==> config.mk <==
export PLATFORM = sky130hd
export DESIGN_NAME = breadcrumb_trail_follower_top
export DESIGN_NICKNAME = d
export VERILOG_FILES = /design/src/design/btf_pkg.sv /design/src/design/btf_cfg_regs.sv /design/src/design/btf_sq_unit.sv /design/src/design/btf_trail_mem.sv /design/src/design/btf_seq.sv /design/src/design/breadcrumb_trail_follower_top.sv
export VERILOG_INCLUDE_DIRS = /design/src /design/src/design
export SDC_FILE = /design/constraint.sdc
export NUM_CORES = 2
export LEC_CHECK = 0
export BUFFER_PORTS_ARGS = -buffer_cell sky130_fd_sc_hd__buf_2
export CORE_UTILIZATION = 38
export DETAILED_ROUTE_END_ITERATION = 12
export PLACE_DENSITY = 0.53
export SYNTH_ARGS = -nofsm -noshare
export SYNTH_HDL_FRONTEND = slang
export SYNTH_HIERARCHICAL = 1
export SYNTH_SLANG_ARGS = --single-unit
==> constraint.sdc <==
create_clock -name clk_i -period 24.1 [get_ports clk_i]
set_clock_uncertainty 0.05 [all_clocks]
set_input_delay 2.41 -clock clk_i [delete_from_list [all_inputs] [get_ports clk_i]]
set_output_delay 2.41 -clock clk_i [all_outputs]
set_load 0.005 [all_outputs]
==> src/design/breadcrumb_trail_follower_top_defines.svh <==
// Assertion macros used by the trail follower RTL.
`ifndef BREADCRUMB_TRAIL_FOLLOWER_TOP_DEFINES_SVH
`define BREADCRUMB_TRAIL_FOLLOWER_TOP_DEFINES_SVH

// Property that must hold at every clock edge out of reset.
`define BTF_ASSERT(lbl, prop, msg) \
  lbl: assert property (@(posedge clk_i) disable iff (!rst_ni) (prop)) \
    else $error(msg);

// Property whose consequent must hold in the cycle after its antecedent.
`define BTF_ASSERT_NXT(lbl, ante, cons, msg) \
  lbl: assert property (@(posedge clk_i) disable iff (!rst_ni) (ante) |=> (cons)) \
    else $error(msg);

`endif

==> src/design/btf_pkg.sv <==
// Types, constants and register codes of the trail follower.
`default_nettype none

package btf_pkg;

  // Default ring depth.
  localparam int unsigned TRAIL_DEPTH_DEF = 64;

  // Configuration register indexes.
  localparam logic [2:0] CFG_FOLLOW_ENABLE = 3'd0;
  localparam logic [2:0] CFG_ADD_SPACING   = 3'd1;
  localparam logic [2:0] CFG_STOP_RADIUS   = 3'd2;
  localparam logic [2:0] CFG_REACH_RADIUS  = 3'd3;
  localparam logic [2:0] CFG_WAIT_RADIUS   = 3'd4;

  // Configuration reset values.
  localparam logic        FOLLOW_ENABLE_RST = 1'b1;
  localparam logic [14:0] ADD_SPACING_RST   = 15'd200;
  localparam logic [14:0] STOP_RADIUS_RST   = 15'd2000;
  localparam logic [14:0] REACH_RADIUS_RST  = 15'd200;
  localparam logic [14:0] WAIT_RADIUS_RST   = 15'd3500;

  typedef struct packed {
    logic        follow_enable;
    logic [14:0] add_spacing_mm;
    logic [14:0] stop_radius_mm;
    logic [14:0] reach_radius_mm;
    logic [14:0] wait_radius_mm;
  } btf_cfg_t;

  typedef struct packed {
    logic signed [15:0] target_x;
    logic signed [15:0] target_y;
    logic signed [15:0] robot_x;
    logic signed [15:0] robot_y;
  } btf_in_t;

  typedef struct packed {
    logic signed [15:0] goal_x;
    logic signed [15:0] goal_y;
    logic [6:0]         trail_count;
    logic               wait_warning;
    logic               trail_overflow;
  } btf_out_t;

  // One trail point as stored in the ring.
  typedef struct packed {
    logic signed [15:0] y;
    logic signed [15:0] x;
  } btf_point_t;

  typedef enum logic [3:0] {
    ST_IDLE,
    ST_ADD_R,
    ST_LT_X,
    ST_LT_Y,
    ST_PUSH,
    ST_RT_X,
    ST_RT_Y,
    ST_STOP,
    ST_WAIT,
    ST_RH_X,
    ST_RH_Y,
    ST_POP,
    ST_GOAL,
    ST_DONE
  } btf_state_e;

endpackage

`default_nettype wire

==> src/design/btf_cfg_regs.sv <==
// Configuration register file of the trail follower.
`default_nettype none

module btf_cfg_regs
  import btf_pkg::*;
(
  input  wire logic        clk_i,
  input  wire logic        rst_ni,
  input  wire logic        cfg_valid_i,
  output logic             cfg_ready_o,
  input  wire logic [2:0]  cfg_index_i,
  input  wire logic [14:0] cfg_data_i,
  output btf_cfg_t         cfg_o
);

  btf_cfg_t cfg_q, cfg_d;

  assign cfg_ready_o = 1'b1;
  assign cfg_o       = cfg_q;

  // Decode the write; drop indexes beyond the list.
  always_comb begin
    cfg_d = cfg_q;
    if (cfg_valid_i) begin
      unique case (cfg_index_i)
        CFG_FOLLOW_ENABLE: cfg_d.follow_enable   = cfg_data_i[0];
        CFG_ADD_SPACING:   cfg_d.add_spacing_mm  = cfg_data_i;
        CFG_STOP_RADIUS:   cfg_d.stop_radius_mm  = cfg_data_i;
        CFG_REACH_RADIUS:  cfg_d.reach_radius_mm = cfg_data_i;
        CFG_WAIT_RADIUS:   cfg_d.wait_radius_mm  = cfg_data_i;
        default: ;
      endcase
    end
  end

  always_ff @(posedge clk_i or negedge rst_ni) begin
    if (!rst_ni) begin
      cfg_q.follow_enable   <= FOLLOW_ENABLE_RST;
      cfg_q.add_spacing_mm  <= ADD_SPACING_RST;
      cfg_q.stop_radius_mm  <= STOP_RADIUS_RST;
      cfg_q.reach_radius_mm <= REACH_RADIUS_RST;
      cfg_q.wait_radius_mm  <= WAIT_RADIUS_RST;
    end else begin
      cfg_q <= cfg_d;
    end
  end

endmodule

`default_nettype wire

==> src/design/btf_sq_unit.sv <==
// Shared difference-squarer: registers (a - b)^2 each cycle.
`default_nettype none

module btf_sq_unit
  import btf_pkg::*;
(
  input  wire logic               clk_i,
  input  wire logic signed [15:0] op_a_i,
  input  wire logic signed [15:0] op_b_i,
  output logic [31:0]             sq_o
);

  logic signed [16:0] diff;
  logic signed [33:0] prod;
  logic [31:0]        sq_q;

  // Widen, subtract and square; the square of a 17-bit difference fits 32 bits.
  assign diff = {op_a_i[15], op_a_i} - {op_b_i[15], op_b_i};
  assign prod = diff * diff;

  always_ff @(posedge clk_i) begin
    sq_q <= prod[31:0];
  end

  assign sq_o = sq_q;

endmodule

`default_nettype wire

==> src/design/btf_trail_mem.sv <==
// Trail point ring storage: one write port, one registered read port.
`default_nettype none

module btf_trail_mem
  import btf_pkg::*;
#(
  parameter int unsigned TrailDepth = TRAIL_DEPTH_DEF,
  localparam int unsigned AW = (TrailDepth > 1) ? $clog2(TrailDepth) : 1
) (
  input  wire logic          clk_i,
  input  wire logic          we_i,
  input  wire logic [AW-1:0] waddr_i,
  input  wire btf_point_t    wdata_i,
  input  wire logic [AW-1:0] raddr_i,
  output btf_point_t         rdata_o
);

  btf_point_t mem [TrailDepth];
  btf_point_t rdata_q;

  always_ff @(posedge clk_i) begin
    if (we_i) begin
      mem[waddr_i] <= wdata_i;
    end
  end

  always_ff @(posedge clk_i) begin
    rdata_q <= mem[raddr_i];
  end

  assign rdata_o = rdata_q;

endmodule

`default_nettype wire

==> src/design/btf_seq.sv <==
// Sequencer and trail state of the follower: one square per step.
`default_nettype none

`include "breadcrumb_trail_follower_top_defines.svh"

module btf_seq
  import btf_pkg::*;
#(
  parameter int unsigned TrailDepth = TRAIL_DEPTH_DEF,
  localparam int unsigned AW = (TrailDepth > 1) ? $clog2(TrailDepth) : 1,
  localparam int unsigned CW = $clog2(TrailDepth + 1)
) (
  input  wire logic          clk_i,
  input  wire logic          rst_ni,
  input  wire btf_cfg_t      cfg_i,
  input  wire logic          in_valid_i,
  output logic               in_stall_o,
  input  wire btf_in_t       in_item_i,
  output logic               out_valid_o,
  input  wire logic          out_stall_i,
  output btf_out_t           out_item_o,
  output logic signed [15:0] sq_a_o,
  output logic signed [15:0] sq_b_o,
  input  wire logic [31:0]   sq_i,
  output logic               mem_we_o,
  output logic [AW-1:0]      mem_waddr_o,
  output btf_point_t         mem_wdata_o,
  output logic [AW-1:0]      mem_raddr_o,
  input  wire btf_point_t    mem_rdata_i
);

  btf_state_e state_q, state_d;

  logic [AW-1:0] wr_ptr_q, wr_ptr_d, rd_ptr_q, rd_ptr_d;
  logic [CW-1:0] count_q, count_d;
  btf_point_t    last_q, last_d, goal_q, goal_d;
  logic          out_valid_q, out_valid_d;
  btf_out_t      out_q, out_d;

  btf_in_t       item_q, item_d;
  logic [29:0]   rsq_q, rsq_d;
  logic [31:0]   part_q, part_d;
  logic [32:0]   dist_q, dist_d;
  logic          warn_q, warn_d, ovf_q, ovf_d;

  logic          accept;
  logic          slot_free;
  logic [32:0]   dsum;
  logic [32:0]   rsq_ext;
  logic          ring_full;
  logic          stop_hit;

  assign in_stall_o  = (state_q != ST_IDLE);
  assign accept      = in_valid_i && !in_stall_o;
  assign slot_free   = !out_valid_q || !out_stall_i;
  assign out_valid_o = out_valid_q;
  assign out_item_o  = out_q;

  // Add the two partial squares of a distance.
  assign dsum      = {1'b0, part_q} + {1'b0, sq_i};
  assign rsq_ext   = {3'b000, rsq_q};
  assign ring_full = (count_q == CW'(TrailDepth));
  assign stop_hit  = (dsum < rsq_ext) || (count_q == '0);

  assign mem_waddr_o = wr_ptr_q;
  assign mem_wdata_o = '{y: item_q.target_y, x: item_q.target_x};
  assign mem_raddr_o = rd_ptr_d;

  // Advance the step sequence.
  always_comb begin
    state_d = state_q;
    unique case (state_q)
      ST_IDLE:  if (accept) state_d = cfg_i.follow_enable ? ST_ADD_R : ST_DONE;
      ST_ADD_R: state_d = ST_LT_X;
      ST_LT_X:  state_d = ST_LT_Y;
      ST_LT_Y:  state_d = ST_PUSH;
      ST_PUSH:  state_d = ST_RT_X;
      ST_RT_X:  state_d = ST_RT_Y;
      ST_RT_Y:  state_d = ST_STOP;
      ST_STOP:  state_d = stop_hit ? ST_DONE : ST_WAIT;
      ST_WAIT:  state_d = ST_RH_X;
      ST_RH_X:  state_d = ST_RH_Y;
      ST_RH_Y:  state_d = ST_POP;
      ST_POP:   state_d = ST_GOAL;
      ST_GOAL:  state_d = ST_DONE;
      ST_DONE:  if (slot_free) state_d = ST_IDLE;
      default:  state_d = ST_IDLE;
    endcase
  end

  // Drive the squarer and memory, and update the trail per step.
  always_comb begin
    sq_a_o      = '0;
    sq_b_o      = '0;
    mem_we_o    = 1'b0;
    wr_ptr_d    = wr_ptr_q;
    rd_ptr_d    = rd_ptr_q;
    count_d     = count_q;
    last_d      = last_q;
    goal_d      = goal_q;
    out_d       = out_q;
    item_d      = item_q;
    rsq_d       = rsq_q;
    part_d      = part_q;
    dist_d      = dist_q;
    warn_d      = warn_q;
    ovf_d       = ovf_q;
    out_valid_d = out_valid_q && out_stall_i;
    unique case (state_q)
      ST_IDLE: begin
        if (accept) begin
          item_d = in_item_i;
          warn_d = 1'b0;
          ovf_d  = 1'b0;
        end
      end
      ST_ADD_R: begin
        sq_a_o = {1'b0, cfg_i.add_spacing_mm};
      end
      ST_LT_X: begin
        rsq_d  = sq_i[29:0];
        sq_a_o = last_q.x;
        sq_b_o = item_q.target_x;
      end
      ST_LT_Y: begin
        part_d = sq_i;
        sq_a_o = last_q.y;
        sq_b_o = item_q.target_y;
      end
      ST_PUSH: begin
        sq_a_o = {1'b0, cfg_i.stop_radius_mm};
        if ((count_q == '0) || (dsum > rsq_ext)) begin
          if (ring_full) begin
            ovf_d = 1'b1;
          end else begin
            mem_we_o = 1'b1;
            wr_ptr_d = (wr_ptr_q == AW'(TrailDepth - 1)) ? '0 : wr_ptr_q + 1'b1;
            count_d  = count_q + 1'b1;
            last_d   = '{y: item_q.target_y, x: item_q.target_x};
          end
        end
      end
      ST_RT_X: begin
        rsq_d  = sq_i[29:0];
        sq_a_o = item_q.robot_x;
        sq_b_o = item_q.target_x;
      end
      ST_RT_Y: begin
        part_d = sq_i;
        sq_a_o = item_q.robot_y;
        sq_b_o = item_q.target_y;
      end
      ST_STOP: begin
        dist_d = dsum;
        if (stop_hit) begin
          goal_d = '{y: item_q.robot_y, x: item_q.robot_x};
        end else begin
          sq_a_o = {1'b0, cfg_i.wait_radius_mm};
        end
      end
      ST_WAIT: begin
        warn_d = dist_q > {1'b0, sq_i};
        sq_a_o = {1'b0, cfg_i.reach_radius_mm};
      end
      ST_RH_X: begin
        rsq_d  = sq_i[29:0];
        sq_a_o = item_q.robot_x;
        sq_b_o = mem_rdata_i.x;
      end
      ST_RH_Y: begin
        part_d = sq_i;
        sq_a_o = item_q.robot_y;
        sq_b_o = mem_rdata_i.y;
      end
      ST_POP: begin
        if (dsum < rsq_ext) begin
          rd_ptr_d = (rd_ptr_q == AW'(TrailDepth - 1)) ? '0 : rd_ptr_q + 1'b1;
          count_d  = count_q - 1'b1;
        end
      end
      ST_GOAL: begin
        // Keep the previous goal once the ring runs empty.
        if (count_q != '0) begin
          goal_d = mem_rdata_i;
        end
      end
      ST_DONE: begin
        if (slot_free) begin
          out_valid_d          = 1'b1;
          out_d.goal_x         = goal_q.x;
          out_d.goal_y         = goal_q.y;
          out_d.trail_count    = 7'(count_q);
          out_d.wait_warning   = warn_q;
          out_d.trail_overflow = ovf_q;
        end
      end
      default: ;
    endcase
  end

  // Hold control and trail state.
  always_ff @(posedge clk_i or negedge rst_ni) begin
    if (!rst_ni) begin
      state_q     <= ST_IDLE;
      wr_ptr_q    <= '0;
      rd_ptr_q    <= '0;
      count_q     <= '0;
      last_q      <= '0;
      goal_q      <= '0;
      out_valid_q <= 1'b0;
    end else begin
      state_q     <= state_d;
      wr_ptr_q    <= wr_ptr_d;
      rd_ptr_q    <= rd_ptr_d;
      count_q     <= count_d;
      last_q      <= last_d;
      goal_q      <= goal_d;
      out_valid_q <= out_valid_d;
    end
  end

  // Hold working values of the item in flight.
  always_ff @(posedge clk_i) begin
    item_q <= item_d;
    rsq_q  <= rsq_d;
    part_q <= part_d;
    dist_q <= dist_d;
    warn_q <= warn_d;
    ovf_q  <= ovf_d;
    out_q  <= out_d;
  end

  `BTF_ASSERT(a_count_bound, count_q <= CW'(TrailDepth), "trail count beyond ring depth")
  `BTF_ASSERT(a_pop_nonempty, state_q == ST_POP && dsum < rsq_ext |-> count_q != '0, "empty pop")
  `BTF_ASSERT_NXT(a_accept_busy, accept, state_q != ST_IDLE, "item did not start")
  `BTF_ASSERT(a_out_from_done, $rose(out_valid_q) |-> $past(state_q == ST_DONE), "result not from done")

endmodule

`default_nettype wire

==> src/design/breadcrumb_trail_follower_top.sv <==
// Result: with following off, an accepted item goes straight to the done state; otherwise the goal
// is the robot position when the stop check hits, else the trail head is checked for a pop first.
// Items: one at a time; the next is stalled until the last is through, paced by the single shared
// squarer (one square per cycle) and the registered read of the trail memory.
// Reset: asynchronous, active low; clears pointers, count, last point and goal, loads config defaults.
`default_nettype none

module breadcrumb_trail_follower_top
  import btf_pkg::*;
#(
  parameter int unsigned TRAIL_DEPTH = TRAIL_DEPTH_DEF
) (
  input  wire logic        clk_i,
  input  wire logic        rst_ni,
  input  wire logic        in_valid_i,
  output logic             in_stall_o,
  input  wire btf_in_t     in_item_i,
  output logic             out_valid_o,
  input  wire logic        out_stall_i,
  output btf_out_t         out_item_o,
  input  wire logic        cfg_valid_i,
  output logic             cfg_ready_o,
  input  wire logic [2:0]  cfg_index_i,
  input  wire logic [14:0] cfg_data_i
);

  localparam int unsigned AW = (TRAIL_DEPTH > 1) ? $clog2(TRAIL_DEPTH) : 1;

  btf_cfg_t           cfg;
  logic signed [15:0] sq_a, sq_b;
  logic [31:0]        sq;
  logic               mem_we;
  logic [AW-1:0]      mem_waddr, mem_raddr;
  btf_point_t         mem_wdata, mem_rdata;

  btf_cfg_regs u_cfg (
    .clk_i       (clk_i),
    .rst_ni      (rst_ni),
    .cfg_valid_i (cfg_valid_i),
    .cfg_ready_o (cfg_ready_o),
    .cfg_index_i (cfg_index_i),
    .cfg_data_i  (cfg_data_i),
    .cfg_o       (cfg)
  );

  btf_sq_unit u_sq (
    .clk_i  (clk_i),
    .op_a_i (sq_a),
    .op_b_i (sq_b),
    .sq_o   (sq)
  );

  btf_trail_mem #(
    .TrailDepth (TRAIL_DEPTH)
  ) u_mem (
    .clk_i   (clk_i),
    .we_i    (mem_we),
    .waddr_i (mem_waddr),
    .wdata_i (mem_wdata),
    .raddr_i (mem_raddr),
    .rdata_o (mem_rdata)
  );

  btf_seq #(
    .TrailDepth (TRAIL_DEPTH)
  ) u_seq (
    .clk_i       (clk_i),
    .rst_ni      (rst_ni),
    .cfg_i       (cfg),
    .in_valid_i  (in_valid_i),
    .in_stall_o  (in_stall_o),
    .in_item_i   (in_item_i),
    .out_valid_o (out_valid_o),
    .out_stall_i (out_stall_i),
    .out_item_o  (out_item_o),
    .sq_a_o      (sq_a),
    .sq_b_o      (sq_b),
    .sq_i        (sq),
    .mem_we_o    (mem_we),
    .mem_waddr_o (mem_waddr),
    .mem_wdata_o (mem_wdata),
    .mem_raddr_o (mem_raddr),
    .mem_rdata_i (mem_rdata)
  );

endmodule

`default_nettype wire
==> results.ini <==
[status]
status = finished clean

[sta]
setup-violations-final = 0
smallest_setup_slack_after_layout_ns = 9.96
fin_crit_sh = 0.587
timing.setup.tns_ns = 0
slew-limit-headroom = 0.137
hold_ws_ns = 0.369
final_period_minus_worst_setup_slack_ns = 14.14
worst-slew-pin-transition_ns = 1.29
grt_setup_unrepaired = no
hold_violations = 0
max_freq_ghz = 0.0707
report.final.slew_viol_count = 0

[synth]
synth_enable_flop_cells = 2250
yosysSeqAreaShare = 0.682
postSynthNetCount = 6358
postSynthRegisterBits = 2462
post_synth_instance_area_sq_mm = 0.106
area_fraction_of_the_dominant_cell_type_after_synthesis = 0.635
synth_area_leaders = sky130_fd_sc_hd__edfxtp_1 63%, sky130_fd_sc_hd__mux4_2 12%, sky130_fd_sc_hd__fa_1 4.9%
postSynth.topFlopCell = sky130_fd_sc_hd__edfxtp_1
async_reset_ff_frac = 0.0605
synthesis.yosys.warnings = 6
synth_cell_types = 99
synth.avg_cell_area_sq_um = 18.3
synth_cells = 5816
synth_top_cell_by_area = sky130_fd_sc_hd__edfxtp_1

[global_route]
first_global_vias = 57500
grtUsageMet2 = 0.342
grt.overflow.total = 0
grt_use_met3 = 0.0388
grt_use_met1 = 0.293
grt_util_all_layers = 0.211
antenna_found_initial = 19
grt_pass1_wl_mm = 427
grt_most_used_layer = met2
grt_max_degree = 103

[clock_tree]
root_buffer_cell = sky130_fd_sc_hd__clkbuf_16
clock_path_buffers = 4
numClockSinks = 2462
htree_num_levels = 5
tritoncts_clock_tree = built
cts_resized = 0
cts_setup_buffers = 0
clkSlewWorstSetupHoldPaths_ns = 0.06
cts-buffers-inserted = 271
postCtsHoldBufs = 0
clk-insertion-delay-late_ns = 0.89

[routing]
drt.antenna.violating_nets = 0
wl_mm = 301
route.detailed.wl_per_inst_um = 30.0
first_pass_iters = 7
vias_per_cell = 5.61
route.detailed.drc = 0
route.vias.total = 56300
drt_first_iter_violations = 5804

[critical_path]
critical_path.n_buffers_inverters = 7
crit_type = reg2reg
setup.worst_path.start_class = register
cp-end-kind = register
critPathArrivalTime_ns = 14.82
required_ns = 24.79
peak_fanout_along_the_critical_path = 15
cpLargestDelayFamily = compound AO/OA/AOI/OAI gates
crit_path_top_delay_cell = sky130_fd_sc_hd__xor2_1
crit_path_frequent_cell = sky130_fd_sc_hd__fa_1
cpPeakStageDelay_ns = 0.79

[die]
fp-row-count = 193
die-area_sq_mm = 0.282
die_height_um = 531
initial_core_util = 0.384
die_w_um = 531
floorplan.io_pins = 131
core_area_sq_mm = 0.277

[place]
io_buffer_count = 129
routabilityCongestion = 0.884
place.detailed.instances = 9543
hpwlAfterDp_mm = 180
dp_worst_setup_slack_ns = 10.13

[finish]
final_nets = 6653
fraction_of_final_layout_cells_with_drive_strength_greater_than_1 = 0.235
area_delta_synth_final_pct = 13.6
fin_cells = 10000

[run]
timing.max_cap.violations = 0

[worst_hold_path]
min-delay-path-class = reg2reg

[metrics by stage]
stage,instance area [sq um],util
after global routing,121000,0.436
after global placement,112000,0.405
after floorplan,106000,-
after CTS,121000,0.436
final,121000,0.436
after detailed placement,112000,0.405
[cells in the final DEF (no fill, tap or decap), types with 129 or more instances in the layout]
cell type                   instances
sky130_fd_sc_hd__edfxtp_1        2250
sky130_fd_sc_hd__mux4_2           544
sky130_fd_sc_hd__inv_1            410
sky130_fd_sc_hd__clkbuf_16        282
sky130_fd_sc_hd__fa_1             262
sky130_fd_sc_hd__nor2_1           226
sky130_fd_sc_hd__nand2_1          203
sky130_fd_sc_hd__ha_1             193
sky130_fd_sc_hd__buf_4            178
sky130_fd_sc_hd__a21oi_1          143
sky130_fd_sc_hd__dfrtp_1          129
[registers in the layout, indices dropped and copies added (netlist names), 33 cells and up]
| name | flops |
|---|---|
| u_mem/mem | 2048 |
| u_seq/dist_q | 33 |
| u_seq/out_item_o | 41 |
| u_cfg/cfg_o | 61 |
[synth_stat cells (all sizes together), types with 9 or more instances]
| library cell | n |
|---|---|
| a211oi | 12 |
| a21boi | 9 |
| a21o | 34 |
| a21oi | 146 |
| a221o | 17 |
| a222oi | 47 |
| a22oi | 14 |
| a311oi | 11 |
| a31oi | 10 |
| and2 | 27 |
| and3 | 14 |
| buf | 170 |
| clkbuf | 119 |
| dfrtp | 129 |
| dfstp | 20 |
| dfxtp | 63 |
| edfxtp | 2250 |
| fa | 262 |
| ha | 193 |
| inv | 422 |
| mux2 | 99 |
| mux2i | 95 |
| mux4 | 544 |
| nand2 | 207 |
| nand2b | 28 |
| nand3 | 43 |
| nand4 | 26 |
| nor2 | 288 |
| nor2b | 29 |
| nor3 | 24 |
| o211ai | 12 |
| o21a | 15 |
| o21ai | 49 |
| o21bai | 15 |
| o221a | 33 |
| o221ai | 27 |
| o22ai | 85 |
| or2 | 42 |
| xnor2 | 65 |
| xor2 | 28 |
[cells by family (layout without fill, tap and decap cells)]
family | count (synthesis) | after routing | share of synthesized area
DFF | 2462 | 2462 | 0.682
and+or+nand+nor | 767 | 767 | 0.0338
muxes | 738 | 738 | 0.136
buffers and inverters | 714 | 1214 | 0.0292
AOI/OAI and AO/OA | 585 | 585 | 0.0400
adders and majority gates | 455 | 455 | 0.0720
xor gates and xnor gates | 93 | 93 | 0.00772
other | 2 | 18 | 0.0000705
[final timing paths]
check	from	end	slack, ns	cells after the start
worst min-delay path	u_seq/ovf_q	u_seq/out_item_o[0]	0.37	0
worst max-delay path	u_seq/part_q[10]	u_sq/sq_o[29]	9.96	50
max in group asynchronous	rst_ni	u_cfg/cfg_o[6]	21.04	2
worst max register to register	u_seq/part_q[10]	u_sq/sq_o[29]	9.96	50
worst min register to register	u_seq/ovf_q	u_seq/out_item_o[0]	0.37	0
min in group asynchronous	rst_ni	u_seq/goal_q[25]	1.63	1
[per-layer routing]
| layer | vias up | share of wire |
|---|---|---|
| met5 | - | 0 |
| met4 | 0 | 0.026 |
| met3 | 441 | 0.073 |
| met2 | 2181 | 0.48 |
| met1 | 30400 | 0.42 |
| li1 | 23300 | - |
[final cells by class]
type	instances	area (sq um)
clock buffers	356	7460
multi-input cells	2640	31400
inverters	425	1600
flip-flops and latches	2462	72600
well taps	3705	4640
clock inverters	122	1110
repair buffers	311	2070
fillers	24100	157000
diodes	16	40.0
Power is not shown: default switching activity piles up to over one toggle a cycle in this logic, so the estimate is an artifact.
